$ cat config.mk
export PLATFORM = sky130hd
export DESIGN_NAME = esc_range_calibration_sequencer_unit_flat
export DESIGN_NICKNAME = d
export VERILOG_FILES = /design/src/rtl/core/erc_pkg.sv /design/src/rtl/core/erc_in_if.sv /design/src/rtl/core/erc_out_if.sv /design/src/rtl/core/erc_cfg_regs.sv /design/src/rtl/core/erc_step_logic.sv /design/src/rtl/core/esc_range_calibration_sequencer_unit.sv /design/src/flat_wrapper.sv
export SDC_FILE = /design/constraint.sdc
export NUM_CORES = 1
export LEC_CHECK = 0
export BUFFER_PORTS_ARGS = -buffer_cell sky130_fd_sc_hd__buf_2
export CAP_MARGIN = 20
export CORE_ASPECT_RATIO = 1.2
export CORE_UTILIZATION = 55
export DETAILED_ROUTE_END_ITERATION = 12
export HOLD_SLACK_MARGIN = 0.15
export PLACE_DENSITY = 0.79
export SYNTH_ARGS = -nofsm -noshare
export SYNTH_HDL_FRONTEND = slang
export SYNTH_HIERARCHICAL = 1
export SYNTH_SLANG_ARGS = --single-unit
$ cat constraint.sdc
create_clock -name i_clk -period 11.05 [get_ports i_clk]
set_input_delay 1.105 -clock i_clk [delete_from_list [all_inputs] [get_ports i_clk]]
set_output_delay 1.105 -clock i_clk [all_outputs]
set_load 0.1 [all_outputs]
$ cat src/rtl/core/erc_pkg.sv
// Package for the ESC range calibration sequencer.
// Holds register indexes, phase and step codes and the constants for whole seconds.
// No dependencies.
package erc_pkg;

    // Configuration port shape.
    localparam int CFG_IDX_W  = 3;
    localparam int CFG_DATA_W = 16;
    localparam int HOLD_W     = 16;
    localparam int TIME_W     = 32;
    localparam int STEP_W     = 3;
    localparam int SECS_W     = 7;

    // Register indexes on the configuration port.
    localparam logic [CFG_IDX_W-1:0] CFG_MAX_THRESHOLD = 3'd0;
    localparam logic [CFG_IDX_W-1:0] CFG_MIN_THRESHOLD = 3'd1;
    localparam logic [CFG_IDX_W-1:0] CFG_NEUTRAL_BAND  = 3'd2;
    localparam logic [CFG_IDX_W-1:0] CFG_HOLD_MAX_MS   = 3'd3;
    localparam logic [CFG_IDX_W-1:0] CFG_HOLD_MIN_MS   = 3'd4;

    // Reset values, given for a 12-bit stick and scaled to other widths.
    localparam int REF_STICK_BITS    = 12;
    localparam int RST_MAX_THRESHOLD = 3800;
    localparam int RST_MIN_THRESHOLD = 200;
    localparam int RST_NEUTRAL_BAND  = 200;
    localparam logic [HOLD_W-1:0] RST_HOLD_MAX_MS = 16'd3000;
    localparam logic [HOLD_W-1:0] RST_HOLD_MIN_MS = 16'd2000;

    // Milliseconds to seconds: x / 1000 == (x * 67109) >> 26 for any 16-bit x.
    localparam int RECIP_W     = 17;
    localparam int RECIP_SHIFT = 26;
    localparam logic [RECIP_W-1:0] RECIP_1000 = 17'd67109;

    // Calibration phases, one-hot.
    typedef enum logic [5:0] {
        PH_WAIT_MAX     = 6'b000001,
        PH_HOLD_MAX     = 6'b000010,
        PH_WAIT_MIN     = 6'b000100,
        PH_HOLD_MIN     = 6'b001000,
        PH_WAIT_NEUTRAL = 6'b010000,
        PH_COMPLETE     = 6'b100000
    } t_phase;

    // Step numbers shown to the user.
    localparam logic [STEP_W-1:0] STEP_DONE         = 3'd0;
    localparam logic [STEP_W-1:0] STEP_WAIT_MAX     = 3'd1;
    localparam logic [STEP_W-1:0] STEP_HOLD_MAX     = 3'd2;
    localparam logic [STEP_W-1:0] STEP_WAIT_MIN     = 3'd3;
    localparam logic [STEP_W-1:0] STEP_HOLD_MIN     = 3'd4;
    localparam logic [STEP_W-1:0] STEP_WAIT_NEUTRAL = 3'd5;

endpackage

$ cat src/rtl/core/erc_in_if.sv
// Input channel of the calibration sequencer: one stick sample beat.
// Depends on erc_pkg for the timestamp width.
interface erc_in_if #(
    parameter int STICK_BITS = 12
);
    logic                        valid;
    logic                        ready;
    logic                        restart;
    logic [STICK_BITS-1:0]       stick_y;
    logic [erc_pkg::TIME_W-1:0]  now_ms;

    modport source (output valid, output restart, output stick_y, output now_ms,
                    input ready);
    modport sink   (input valid, input restart, input stick_y, input now_ms,
                    output ready);
endinterface

$ cat src/rtl/core/erc_out_if.sv
// Output channel of the calibration sequencer: one result beat per sample.
// Depends on erc_pkg for the step and seconds widths.
interface erc_out_if #(
    parameter int STICK_BITS = 12
);
    logic                        valid;
    logic                        ready;
    logic [STICK_BITS-1:0]       drive_y;
    logic [erc_pkg::STEP_W-1:0]  display_step;
    logic [erc_pkg::SECS_W-1:0]  seconds_left;
    logic                        complete;
    logic [STICK_BITS-1:0]       captured_max;
    logic [STICK_BITS-1:0]       captured_min;

    modport source (output valid, output drive_y, output display_step,
                    output seconds_left, output complete, output captured_max,
                    output captured_min, input ready);
    modport sink   (input valid, input drive_y, input display_step,
                    input seconds_left, input complete, input captured_max,
                    input captured_min, output ready);
endinterface

$ cat src/rtl/core/erc_cfg_regs.sv
// Configuration register file of the calibration sequencer.
// Depends on erc_pkg for register indexes and reset values.
module erc_cfg_regs #(
    parameter int STICK_BITS = 12
) (
    input  logic                            i_clk,
    input  logic                            i_rst_n,
    input  logic                            i_cfg_we,
    input  logic [erc_pkg::CFG_IDX_W-1:0]   i_cfg_index,
    input  logic [erc_pkg::CFG_DATA_W-1:0]  i_cfg_data,
    output logic [STICK_BITS-1:0]           o_max_threshold,
    output logic [STICK_BITS-1:0]           o_min_threshold,
    output logic [STICK_BITS-2:0]           o_neutral_band,
    output logic [erc_pkg::HOLD_W-1:0]      o_hold_max_ms,
    output logic [erc_pkg::HOLD_W-1:0]      o_hold_min_ms
);

    // Reset values scaled from the 12-bit figures to this stick width.
    localparam int SCALE_UP = (STICK_BITS >= erc_pkg::REF_STICK_BITS)
                              ? STICK_BITS - erc_pkg::REF_STICK_BITS : 0;
    localparam int SCALE_DN = (STICK_BITS < erc_pkg::REF_STICK_BITS)
                              ? erc_pkg::REF_STICK_BITS - STICK_BITS : 0;
    localparam logic [STICK_BITS-1:0] RST_MAX =
        STICK_BITS'((erc_pkg::RST_MAX_THRESHOLD << SCALE_UP) >> SCALE_DN);
    localparam logic [STICK_BITS-1:0] RST_MIN =
        STICK_BITS'((erc_pkg::RST_MIN_THRESHOLD << SCALE_UP) >> SCALE_DN);
    localparam logic [STICK_BITS-2:0] RST_BAND =
        (STICK_BITS-1)'((erc_pkg::RST_NEUTRAL_BAND << SCALE_UP) >> SCALE_DN);

    logic [STICK_BITS-1:0]      r_max_threshold;
    logic [STICK_BITS-1:0]      r_min_threshold;
    logic [STICK_BITS-2:0]      r_neutral_band;
    logic [erc_pkg::HOLD_W-1:0] r_hold_max_ms;
    logic [erc_pkg::HOLD_W-1:0] r_hold_min_ms;

    // Register writes; an index beyond the list is ignored.
    always_ff @(posedge i_clk) begin
        if (!i_rst_n) begin
            r_max_threshold <= RST_MAX;
            r_min_threshold <= RST_MIN;
            r_neutral_band  <= RST_BAND;
            r_hold_max_ms   <= erc_pkg::RST_HOLD_MAX_MS;
            r_hold_min_ms   <= erc_pkg::RST_HOLD_MIN_MS;
        end else if (i_cfg_we) begin
            unique case (i_cfg_index)
                erc_pkg::CFG_MAX_THRESHOLD: r_max_threshold <= i_cfg_data[STICK_BITS-1:0];
                erc_pkg::CFG_MIN_THRESHOLD: r_min_threshold <= i_cfg_data[STICK_BITS-1:0];
                erc_pkg::CFG_NEUTRAL_BAND:  r_neutral_band  <= i_cfg_data[STICK_BITS-2:0];
                erc_pkg::CFG_HOLD_MAX_MS:   r_hold_max_ms   <= i_cfg_data[erc_pkg::HOLD_W-1:0];
                erc_pkg::CFG_HOLD_MIN_MS:   r_hold_min_ms   <= i_cfg_data[erc_pkg::HOLD_W-1:0];
                default: ;
            endcase
        end
    end

    assign o_max_threshold = r_max_threshold;
    assign o_min_threshold = r_min_threshold;
    assign o_neutral_band  = r_neutral_band;
    assign o_hold_max_ms   = r_hold_max_ms;
    assign o_hold_min_ms   = r_hold_min_ms;

endmodule

$ cat src/rtl/core/erc_step_logic.sv
// Phase state and per-sample decision logic of the calibration sequencer.
// Depends on erc_pkg for phase codes, step codes and the seconds reciprocal.
module erc_step_logic #(
    parameter int STICK_BITS = 12
) (
    input  logic                            i_clk,
    input  logic                            i_rst_n,
    input  logic                            i_advance,
    input  logic                            i_restart,
    input  logic [STICK_BITS-1:0]           i_stick,
    input  logic [erc_pkg::TIME_W-1:0]      i_now,
    input  logic [STICK_BITS-1:0]           i_max_threshold,
    input  logic [STICK_BITS-1:0]           i_min_threshold,
    input  logic [STICK_BITS-2:0]           i_neutral_band,
    input  logic [erc_pkg::HOLD_W-1:0]      i_hold_max_ms,
    input  logic [erc_pkg::HOLD_W-1:0]      i_hold_min_ms,
    output logic [STICK_BITS-1:0]           o_drive_y,
    output logic [erc_pkg::STEP_W-1:0]      o_display_step,
    output logic [erc_pkg::SECS_W-1:0]      o_seconds_left,
    output logic                            o_complete,
    output logic [STICK_BITS-1:0]           o_captured_max,
    output logic [STICK_BITS-1:0]           o_captured_min
);

    localparam int HW = erc_pkg::HOLD_W;
    localparam int TW = erc_pkg::TIME_W;
    localparam int PW = HW + erc_pkg::RECIP_W;
    localparam logic [STICK_BITS-1:0] CENTER = STICK_BITS'(1) << (STICK_BITS - 1);
    localparam logic [STICK_BITS-1:0] FULL   = '1;

    erc_pkg::t_phase         r_phase, n_phase, ph;
    logic [TW-1:0]           r_start, n_start, start;
    logic [STICK_BITS-1:0]   r_max_seen, n_max_seen;
    logic [STICK_BITS-1:0]   r_min_seen, n_min_seen;

    logic [TW-1:0]           elapsed;
    logic [HW-1:0]           hold_sel;
    logic                    hold_done;
    logic [HW-1:0]           remain;
    logic [PW-1:0]           prod;
    logic [erc_pkg::SECS_W-1:0] hold_secs;
    logic [STICK_BITS-1:0]   center_dist;

    // Restart takes effect before the sample is handled.
    assign ph    = i_restart ? erc_pkg::PH_WAIT_MAX : r_phase;
    assign start = i_restart ? i_now : r_start;

    // Shared hold timer: elapsed time, expiry and whole seconds left plus one.
    assign hold_sel  = (ph == erc_pkg::PH_HOLD_MAX) ? i_hold_max_ms : i_hold_min_ms;
    assign elapsed   = i_now - start;
    assign hold_done = elapsed >= {{(TW-HW){1'b0}}, hold_sel};
    assign remain    = hold_done ? '0 : hold_sel - elapsed[HW-1:0];
    assign prod      = PW'(remain) * PW'(erc_pkg::RECIP_1000);
    assign hold_secs = prod[erc_pkg::RECIP_SHIFT +: erc_pkg::SECS_W] + erc_pkg::SECS_W'(1);

    // Distance of the sample from center for the neutral check.
    assign center_dist = (i_stick >= CENTER) ? i_stick - CENTER : CENTER - i_stick;

    // Phase decision and result fields for this sample.
    always_comb begin
        n_phase        = ph;
        n_start        = start;
        n_max_seen     = i_restart ? '0 : r_max_seen;
        n_min_seen     = i_restart ? '0 : r_min_seen;
        o_drive_y      = i_stick;
        o_display_step = erc_pkg::STEP_DONE;
        o_seconds_left = '0;
        o_complete     = 1'b0;
        unique case (ph)
            erc_pkg::PH_WAIT_MAX: begin
                o_display_step = erc_pkg::STEP_WAIT_MAX;
                if (i_stick >= i_max_threshold) begin
                    n_max_seen = i_stick;
                    n_phase    = erc_pkg::PH_HOLD_MAX;
                    n_start    = i_now;
                end
            end
            erc_pkg::PH_HOLD_MAX: begin
                o_display_step = erc_pkg::STEP_HOLD_MAX;
                o_seconds_left = hold_secs;
                o_drive_y      = FULL;
                if (hold_done) begin
                    n_phase = erc_pkg::PH_WAIT_MIN;
                    n_start = i_now;
                end
            end
            erc_pkg::PH_WAIT_MIN: begin
                o_display_step = erc_pkg::STEP_WAIT_MIN;
                if (i_stick <= i_min_threshold) begin
                    n_min_seen = i_stick;
                    n_phase    = erc_pkg::PH_HOLD_MIN;
                    n_start    = i_now;
                end
            end
            erc_pkg::PH_HOLD_MIN: begin
                o_display_step = erc_pkg::STEP_HOLD_MIN;
                o_seconds_left = hold_secs;
                o_drive_y      = '0;
                if (hold_done) begin
                    n_phase = erc_pkg::PH_WAIT_NEUTRAL;
                    n_start = i_now;
                end
            end
            erc_pkg::PH_WAIT_NEUTRAL: begin
                o_display_step = erc_pkg::STEP_WAIT_NEUTRAL;
                if (center_dist <= {1'b0, i_neutral_band}) begin
                    n_phase        = erc_pkg::PH_COMPLETE;
                    o_display_step = erc_pkg::STEP_DONE;
                    o_complete     = 1'b1;
                end
            end
            default: begin
                // Complete, and any code that should never appear.
                o_drive_y  = CENTER;
                o_complete = 1'b1;
            end
        endcase
    end

    assign o_captured_max = n_max_seen;
    assign o_captured_min = n_min_seen;

    // State advances only when a sample moves into the result register.
    always_ff @(posedge i_clk) begin
        if (!i_rst_n) begin
            r_phase    <= erc_pkg::PH_WAIT_MAX;
            r_start    <= '0;
            r_max_seen <= '0;
            r_min_seen <= '0;
        end else if (i_advance) begin
            r_phase    <= n_phase;
            r_start    <= n_start;
            r_max_seen <= n_max_seen;
            r_min_seen <= n_min_seen;
        end
    end

`ifndef SYNTHESIS
    // Without a sample moving on, the phase and its start time stay put.
    a_state_holds: assert property (@(posedge i_clk) disable iff (!i_rst_n)
        !i_advance |=> $stable(r_phase) && $stable(r_start))
        else $error("phase state changed without a sample");

    // Seconds are only reported in the hold steps.
    a_secs_in_hold: assert property (@(posedge i_clk) disable iff (!i_rst_n)
        (o_seconds_left != '0) |->
            (o_display_step == erc_pkg::STEP_HOLD_MAX ||
             o_display_step == erc_pkg::STEP_HOLD_MIN))
        else $error("seconds left outside a hold step");

    // A restart below the max threshold leaves both captures cleared.
    a_restart_clears: assert property (@(posedge i_clk) disable iff (!i_rst_n)
        i_advance && i_restart && (i_stick < i_max_threshold) |=>
            (r_max_seen == '0) && (r_min_seen == '0) &&
            (r_phase == erc_pkg::PH_WAIT_MAX))
        else $error("restart did not clear the captures");
`endif

endmodule

$ cat src/rtl/core/esc_range_calibration_sequencer_unit.sv
// ESC range calibration sequencer: input register, step logic, result register.
// Depends on erc_pkg, erc_in_if, erc_out_if, erc_cfg_regs and erc_step_logic.
//
// Usage:
//   i_in carries one stick sample beat (restart, stick_y, now_ms) with valid/ready.
//   o_out returns exactly one result beat per sample, in order, with valid/ready.
//   The configuration port writes register i_cfg_index with i_cfg_data at any
//   edge where i_cfg_we is high; write it only while no beat is in flight.
// Path: an accepted sample waits in the input register, then moves into the result
//   register, which presents it on o_out.
// Throughput: one beat per cycle while o_out.ready stays high. The phase and timer
//   state in the step logic update as each sample advances, so each sample sees
//   the state left by the previous one without waiting.
// Reset: synchronous, active low. The registers return to their defaults, the
//   phase goes to wait-for-max with the start time and captures at zero, and
//   both channel stages are emptied.
// Stall: while o_out.ready is low the result register holds its beat; one more
//   sample may wait in the input register, after which i_in.ready drops.
module esc_range_calibration_sequencer_unit #(
    parameter int STICK_BITS = 12
) (
    input  logic                            i_clk,
    input  logic                            i_rst_n,
    input  logic                            i_cfg_we,
    input  logic [erc_pkg::CFG_IDX_W-1:0]   i_cfg_index,
    input  logic [erc_pkg::CFG_DATA_W-1:0]  i_cfg_data,
    erc_in_if.sink                          i_in,
    erc_out_if.source                       o_out
);

    logic [STICK_BITS-1:0]      max_threshold;
    logic [STICK_BITS-1:0]      min_threshold;
    logic [STICK_BITS-2:0]      neutral_band;
    logic [erc_pkg::HOLD_W-1:0] hold_max_ms;
    logic [erc_pkg::HOLD_W-1:0] hold_min_ms;

    logic                       r_in_valid;
    logic                       r_in_restart;
    logic [STICK_BITS-1:0]      r_in_stick;
    logic [erc_pkg::TIME_W-1:0] r_in_now;

    logic                       r_out_valid;
    logic [STICK_BITS-1:0]      r_out_drive_y, n_out_drive_y;
    logic [erc_pkg::STEP_W-1:0] r_out_step, n_out_step;
    logic [erc_pkg::SECS_W-1:0] r_out_secs, n_out_secs;
    logic                       r_out_complete, n_out_complete;
    logic [STICK_BITS-1:0]      r_out_max, n_out_max;
    logic [STICK_BITS-1:0]      r_out_min, n_out_min;

    logic                       s2_ready;
    logic                       s1_ready;
    logic                       advance;

    erc_cfg_regs #(
        .STICK_BITS (STICK_BITS)
    ) u_cfg (
        .i_clk           (i_clk),
        .i_rst_n         (i_rst_n),
        .i_cfg_we        (i_cfg_we),
        .i_cfg_index     (i_cfg_index),
        .i_cfg_data      (i_cfg_data),
        .o_max_threshold (max_threshold),
        .o_min_threshold (min_threshold),
        .o_neutral_band  (neutral_band),
        .o_hold_max_ms   (hold_max_ms),
        .o_hold_min_ms   (hold_min_ms)
    );

    // Stage handshake: the result register frees up when empty or taken.
    assign s2_ready   = !r_out_valid || o_out.ready;
    assign s1_ready   = !r_in_valid || s2_ready;
    assign advance    = r_in_valid && s2_ready;
    assign i_in.ready = s1_ready;

    // Input register.
    always_ff @(posedge i_clk) begin
        if (!i_rst_n) begin
            r_in_valid <= 1'b0;
        end else if (s1_ready) begin
            r_in_valid <= i_in.valid;
        end
    end

    always_ff @(posedge i_clk) begin
        if (i_in.valid && s1_ready) begin
            r_in_restart <= i_in.restart;
            r_in_stick   <= i_in.stick_y;
            r_in_now     <= i_in.now_ms;
        end
    end

    erc_step_logic #(
        .STICK_BITS (STICK_BITS)
    ) u_step (
        .i_clk           (i_clk),
        .i_rst_n         (i_rst_n),
        .i_advance       (advance),
        .i_restart       (r_in_restart),
        .i_stick         (r_in_stick),
        .i_now           (r_in_now),
        .i_max_threshold (max_threshold),
        .i_min_threshold (min_threshold),
        .i_neutral_band  (neutral_band),
        .i_hold_max_ms   (hold_max_ms),
        .i_hold_min_ms   (hold_min_ms),
        .o_drive_y       (n_out_drive_y),
        .o_display_step  (n_out_step),
        .o_seconds_left  (n_out_secs),
        .o_complete      (n_out_complete),
        .o_captured_max  (n_out_max),
        .o_captured_min  (n_out_min)
    );

    // Result register.
    always_ff @(posedge i_clk) begin
        if (!i_rst_n) begin
            r_out_valid <= 1'b0;
        end else if (s2_ready) begin
            r_out_valid <= r_in_valid;
        end
    end

    always_ff @(posedge i_clk) begin
        if (advance) begin
            r_out_drive_y  <= n_out_drive_y;
            r_out_step     <= n_out_step;
            r_out_secs     <= n_out_secs;
            r_out_complete <= n_out_complete;
            r_out_max      <= n_out_max;
            r_out_min      <= n_out_min;
        end
    end

    assign o_out.valid        = r_out_valid;
    assign o_out.drive_y      = r_out_drive_y;
    assign o_out.display_step = r_out_step;
    assign o_out.seconds_left = r_out_secs;
    assign o_out.complete     = r_out_complete;
    assign o_out.captured_max = r_out_max;
    assign o_out.captured_min = r_out_min;

`ifndef SYNTHESIS
    // A sample waiting behind a stalled result is neither lost nor altered.
    a_in_held: assert property (@(posedge i_clk) disable iff (!i_rst_n)
        r_in_valid && !s2_ready |=> r_in_valid && $stable(r_in_now) &&
            $stable(r_in_stick) && $stable(r_in_restart))
        else $error("waiting sample lost or changed");

    // Every sample that leaves the input register lands in the result register.
    a_advance_lands: assert property (@(posedge i_clk) disable iff (!i_rst_n)
        advance |=> r_out_valid)
        else $error("sample dropped between stages");

    // An empty input register always takes a new beat.
    a_empty_ready: assert property (@(posedge i_clk) disable iff (!i_rst_n)
        !r_in_valid |-> i_in.ready)
        else $error("input refused while the input register is empty");
`endif

endmodule
$ cat src/flat_wrapper.sv
// flat-port wrapper written by rule: the top's interface ports become plain ports
module esc_range_calibration_sequencer_unit_flat 
#(
    parameter int STICK_BITS = 12
)
  (i_clk, i_rst_n, i_cfg_we, i_cfg_index, i_cfg_data, i_in_valid, i_in_restart, i_in_stick_y, i_in_now_ms, i_in_ready, o_out_valid, o_out_drive_y, o_out_display_step, o_out_seconds_left, o_out_complete, o_out_captured_max, o_out_captured_min, o_out_ready);
  erc_in_if #(.STICK_BITS(STICK_BITS)) i_in_i ();
  erc_out_if #(.STICK_BITS(STICK_BITS)) o_out_i ();
  input  logic i_clk;
  input  logic i_rst_n;
  input  logic i_cfg_we;
  input  logic [erc_pkg::CFG_IDX_W-1:0] i_cfg_index;
  input  logic [erc_pkg::CFG_DATA_W-1:0] i_cfg_data;
  input wire logic [$bits(i_in_i.valid)-1:0] i_in_valid;
  input wire logic [$bits(i_in_i.restart)-1:0] i_in_restart;
  input wire logic [$bits(i_in_i.stick_y)-1:0] i_in_stick_y;
  input wire logic [$bits(i_in_i.now_ms)-1:0] i_in_now_ms;
  output wire logic [$bits(i_in_i.ready)-1:0] i_in_ready;
  output wire logic [$bits(o_out_i.valid)-1:0] o_out_valid;
  output wire logic [$bits(o_out_i.drive_y)-1:0] o_out_drive_y;
  output wire logic [$bits(o_out_i.display_step)-1:0] o_out_display_step;
  output wire logic [$bits(o_out_i.seconds_left)-1:0] o_out_seconds_left;
  output wire logic [$bits(o_out_i.complete)-1:0] o_out_complete;
  output wire logic [$bits(o_out_i.captured_max)-1:0] o_out_captured_max;
  output wire logic [$bits(o_out_i.captured_min)-1:0] o_out_captured_min;
  input wire logic [$bits(o_out_i.ready)-1:0] o_out_ready;
  assign i_in_i.valid = i_in_valid;
  assign i_in_i.restart = i_in_restart;
  assign i_in_i.stick_y = i_in_stick_y;
  assign i_in_i.now_ms = i_in_now_ms;
  assign i_in_ready = i_in_i.ready;
  assign o_out_valid = o_out_i.valid;
  assign o_out_drive_y = o_out_i.drive_y;
  assign o_out_display_step = o_out_i.display_step;
  assign o_out_seconds_left = o_out_i.seconds_left;
  assign o_out_complete = o_out_i.complete;
  assign o_out_captured_max = o_out_i.captured_max;
  assign o_out_captured_min = o_out_i.captured_min;
  assign o_out_i.ready = o_out_ready;
  esc_range_calibration_sequencer_unit #(.STICK_BITS(STICK_BITS)) u_core (.i_clk(i_clk), .i_rst_n(i_rst_n), .i_cfg_we(i_cfg_we), .i_cfg_index(i_cfg_index), .i_cfg_data(i_cfg_data), .i_in(i_in_i), .o_out(o_out_i));
endmodule
==> results.md <==
* Final setup fails at 0
* Worst r2r src: u_core/r_in_restart$_DFFE_PP_
* Top post-synthesis cells by area: ha_1, edfxtp_1, dfxtp_1
* Clock skew at 20.0 ps
* WL final at 40.5 mm
* Hold Vio Cnt, Final at 0
* Post-synth top area share at 0.171
* CP Launch Type: flip-flop
* Initial antenna violation count at 1
* Syn Inst Count at 1802
* Netlist Area Pre-Place at 16700 µm²
* P per Cell Area at 122 nW/µm²
* Post-Place Cell Area at 17700 µm²
* Total GRT Usage at 0.260
* Slew Limit Fails at 0
* Port bufs at 117
* Area delta synth->final at 11.8%
* Number of synthesized flops with an enable pin at 92
* Placer congestion estimate at 0.948
* TritonCTS buffer count at 23
* Iteration-0 DRC Markers at between 700 and 800
* Area of the die at around 31000 µm²
* Drt drc at 0
* Outcome: finished, final reports clean
* Cell area after layout at 18700 µm²
* Hold Buf Count CTS at 0
* Initial core utilization at 0.562
* CP max stage delay at about 540 ps
* Max stage delay cell, worst path: fa_2
* WL/cell at 17.5 µm
* Filler cell count in the final layout at 2521
* Hold Path Class: flip-flop to flip-flop
* # diodes at 0
* Sequential Power Share at 0.403
* Global-route wire length before repair at approximately 65 mm
* Die height at roughly 190 µm
* Post-Syn Nets at 2141
* GRT overflow at 0
* Most frequent cells after synthesis: ha_1, nand2_1, inv_1
* Layout cells sized above 1 at 0.139
* H-tree depth at 1
* DR pass1 iterations at 4
* Distinct cells, synth at 91
* Reg clk slew, reported paths at 60 ps
* Reg area at around 5400 µm²
* Combinational share of power at 0.251
* Antenna violation net count after detailed routing at 0
* Mean Syn Cell Area at just over 9 µm²
* Worst-Skew Late Latency at 550 ps
* Async SR Flop Fraction at 0
* I/O Pins at 118
* Power Internal at 1.56 mW
* VDD IR-drop max at between 0.0001 and 0.00015 V
* Setup TNS at 0 ps
* Clock Sinks at around 220
* Die width at 161 µm
* Root buf cell: clkbuf_16
* DR vias/cell at 5.76
* Critical path peak fanout at 5
* Worst-margin pin slew at between 1000 and 1500 ps
* CORE AREA at between 20000 and 30000 µm²
* Cell leakage power at approximately 9 nW
* Req. time, crit path at 11350 ps
* Sw Share at 0.319
* Crit path DAT at 10920 ps
* Critical path type: flip-flop to flip-flop
* Synth Register Bits at 223
* Tmin final at around 11000 ps
* Ys Warns at 6
* Largest net degree at the start of global routing at 101
* Tcrit/Tclk final at 0.961
* Most used DFF post-synth: dfxtp_1
* Vias in the first global route at 13100
* Crit path from: u_core/r_in_restart$_DFFE_PP_
* Vias at 13300
* Peak Freq at roughly 0.094 GHz
* Bufs on Longest Clock Path at 3
* Most common cell in the netlist: ha_1
* CP Capture Type: flip-flop
* Multi-input gate area at 10600 µm²
* Power share of the clock group at 0.346
* Clock tree from TritonCTS: done
* Max_cap viols at 0
* Hold path startpoint: u_core/u_step/r_start[12]$_SDFFE_PN0P_
* Final net count at 2246
* Seq/Total Area, Yosys at 0.322
* Most frequent CP cell: ha_1
* Post-DP HPWL at 30.8 mm
* Slew HR at 0.293
* Sw power at 730 µW
* Row Count at 69
* Area leader, netlist: ha_1
-- kinds of logic (layout without fill, tap and decap cells) --
kind of cell	Yosys count	after routing	share of synthesized area
muxes	131	131	0.0792
xor gates and xnor gates	45	45	0.0249
and+or+nand+nor	573	573	0.175
buffers and inverters	236	358	0.0555
DFF	223	223	0.322
adders and majority gates	271	271	0.221
AOI/OAI and AO/OA	323	323	0.123
-- power by group through the flow --
stage          Sequential, mW  Combinational, mW  Clock, mW
6_report                0.923              0.576      0.792
5_1_grt                 0.927              0.628      0.840
4_1_cts                 0.923              0.555      0.808
3_5_place_dp            0.941              0.553          0
3_3_place_gp            0.940              0.543          0
2_1_floorplan           0.993              0.357          0
-- cell type report --
cell class                 instances  area share
multi-input combinational       1343       0.566
sequential                       223       0.288
timing repair buffer             153      0.0463
clock buffer                      32      0.0364
inverter                         163      0.0327
tap                              390      0.0261
clock inverter                    10     0.00495
-- layout by cell type, fill, tap and decap left out, types with 15 or more instances in the layout --
cell type  count
nand4_1       25
nor3b_1       26
nand2b_1      25
nand3_1       47
clkbuf_16     25
buf_4         33
a21o_1        30
fa_1          39
edfxtp_1      92
ha_1         228
a211oi_1      15
buf_2        117
o21ai_0       68
o21a_1        17
inv_1        158
mux2i_1      119
nor2_1       111
nor3_1        15
dfxtp_1      131
o21ai_1       22
nand2_1      188
nor2b_1       52
a21oi_1       80
xor2_1        17
xnor2_1       23
-- registers in the layout (all words and copies together), names as in the netlist, 7 cells and up --
register / cells
u_core/o_out.captured_max: 12
u_core/o_out.captured_min: 12
u_core/o_out.drive_y: 12
u_core/o_out.seconds_left: 7
u_core/r_in_now: 32
u_core/r_in_stick: 12
u_core/u_cfg/o_hold_max_ms: 16
u_core/u_cfg/o_hold_min_ms: 16
u_core/u_cfg/o_max_threshold: 12
u_core/u_cfg/o_min_threshold: 12
u_core/u_cfg/o_neutral_band: 11
u_core/u_step/r_max_seen: 12
u_core/u_step/r_min_seen: 12
u_core/u_step/r_start: 32
-- metrics by stage --
step            util  setup WS (ps)  instances  hold WS [ps]  power (mW)
5_1_grt        0.628          -68.0       2314           471        2.40
2_1_floorplan      -           14.0       1802           428        1.35
6_report       0.628            426       2314           448        2.29
3_3_place_gp   0.595            353       2262           435        1.48
3_5_place_dp   0.595            168       2262           444        1.49
4_1_cts        0.621            101       2304           453        2.29
-- final timing paths --
check | endpoint | slack [ps] | cells after the start
max | u_core/o_out.seconds_left[5]$_DFFE_PP_ | 430 | 42
min | u_core/u_step/r_start[12]$_SDFFE_PN0P_ | 450 | 2
max reg2reg | u_core/o_out.seconds_left[5]$_DFFE_PP_ | 430 | 42
min reg2reg | u_core/u_step/r_start[12]$_SDFFE_PN0P_ | 450 | 2
-- worst max-delay path: cells and delay by family (launching register included) --
kind | cells | cell delay, ps
muxes | 1 | 120
DFF | 1 | 430
buffers and inverters | 5 | 550
xor gates and xnor gates | 2 | 340
and+or+nand+nor | 8 | 1970
adders and majority gates | 9 | 3280
AOI/OAI and AO/OA | 17 | 3660
-- layer usage --
layer / track usage / vias to the layer above / wire (µm) / part of all wire
met4: 0.0809 / 0 / 1020 / 0.025
met2: 0.465 / 360 / 19900 / 0.49
met5: 0 / - / 0 / 0
met1: 0.330 / 6353 / 17700 / 0.44
li1: - / 6549 / - / -
met3: 0.0278 / 75 / 1940 / 0.048
-- timing repair --
| action | CTS | global route |
|---|---|---|
| endpoints found under the setup margin | 0 | 6 |
| resized for setup | 0 | 37 |
| buffers inserted | 0 | 8 |
| endpoints found under the hold margin | 0 | 0 |
(Power assumes the default switching activity.)
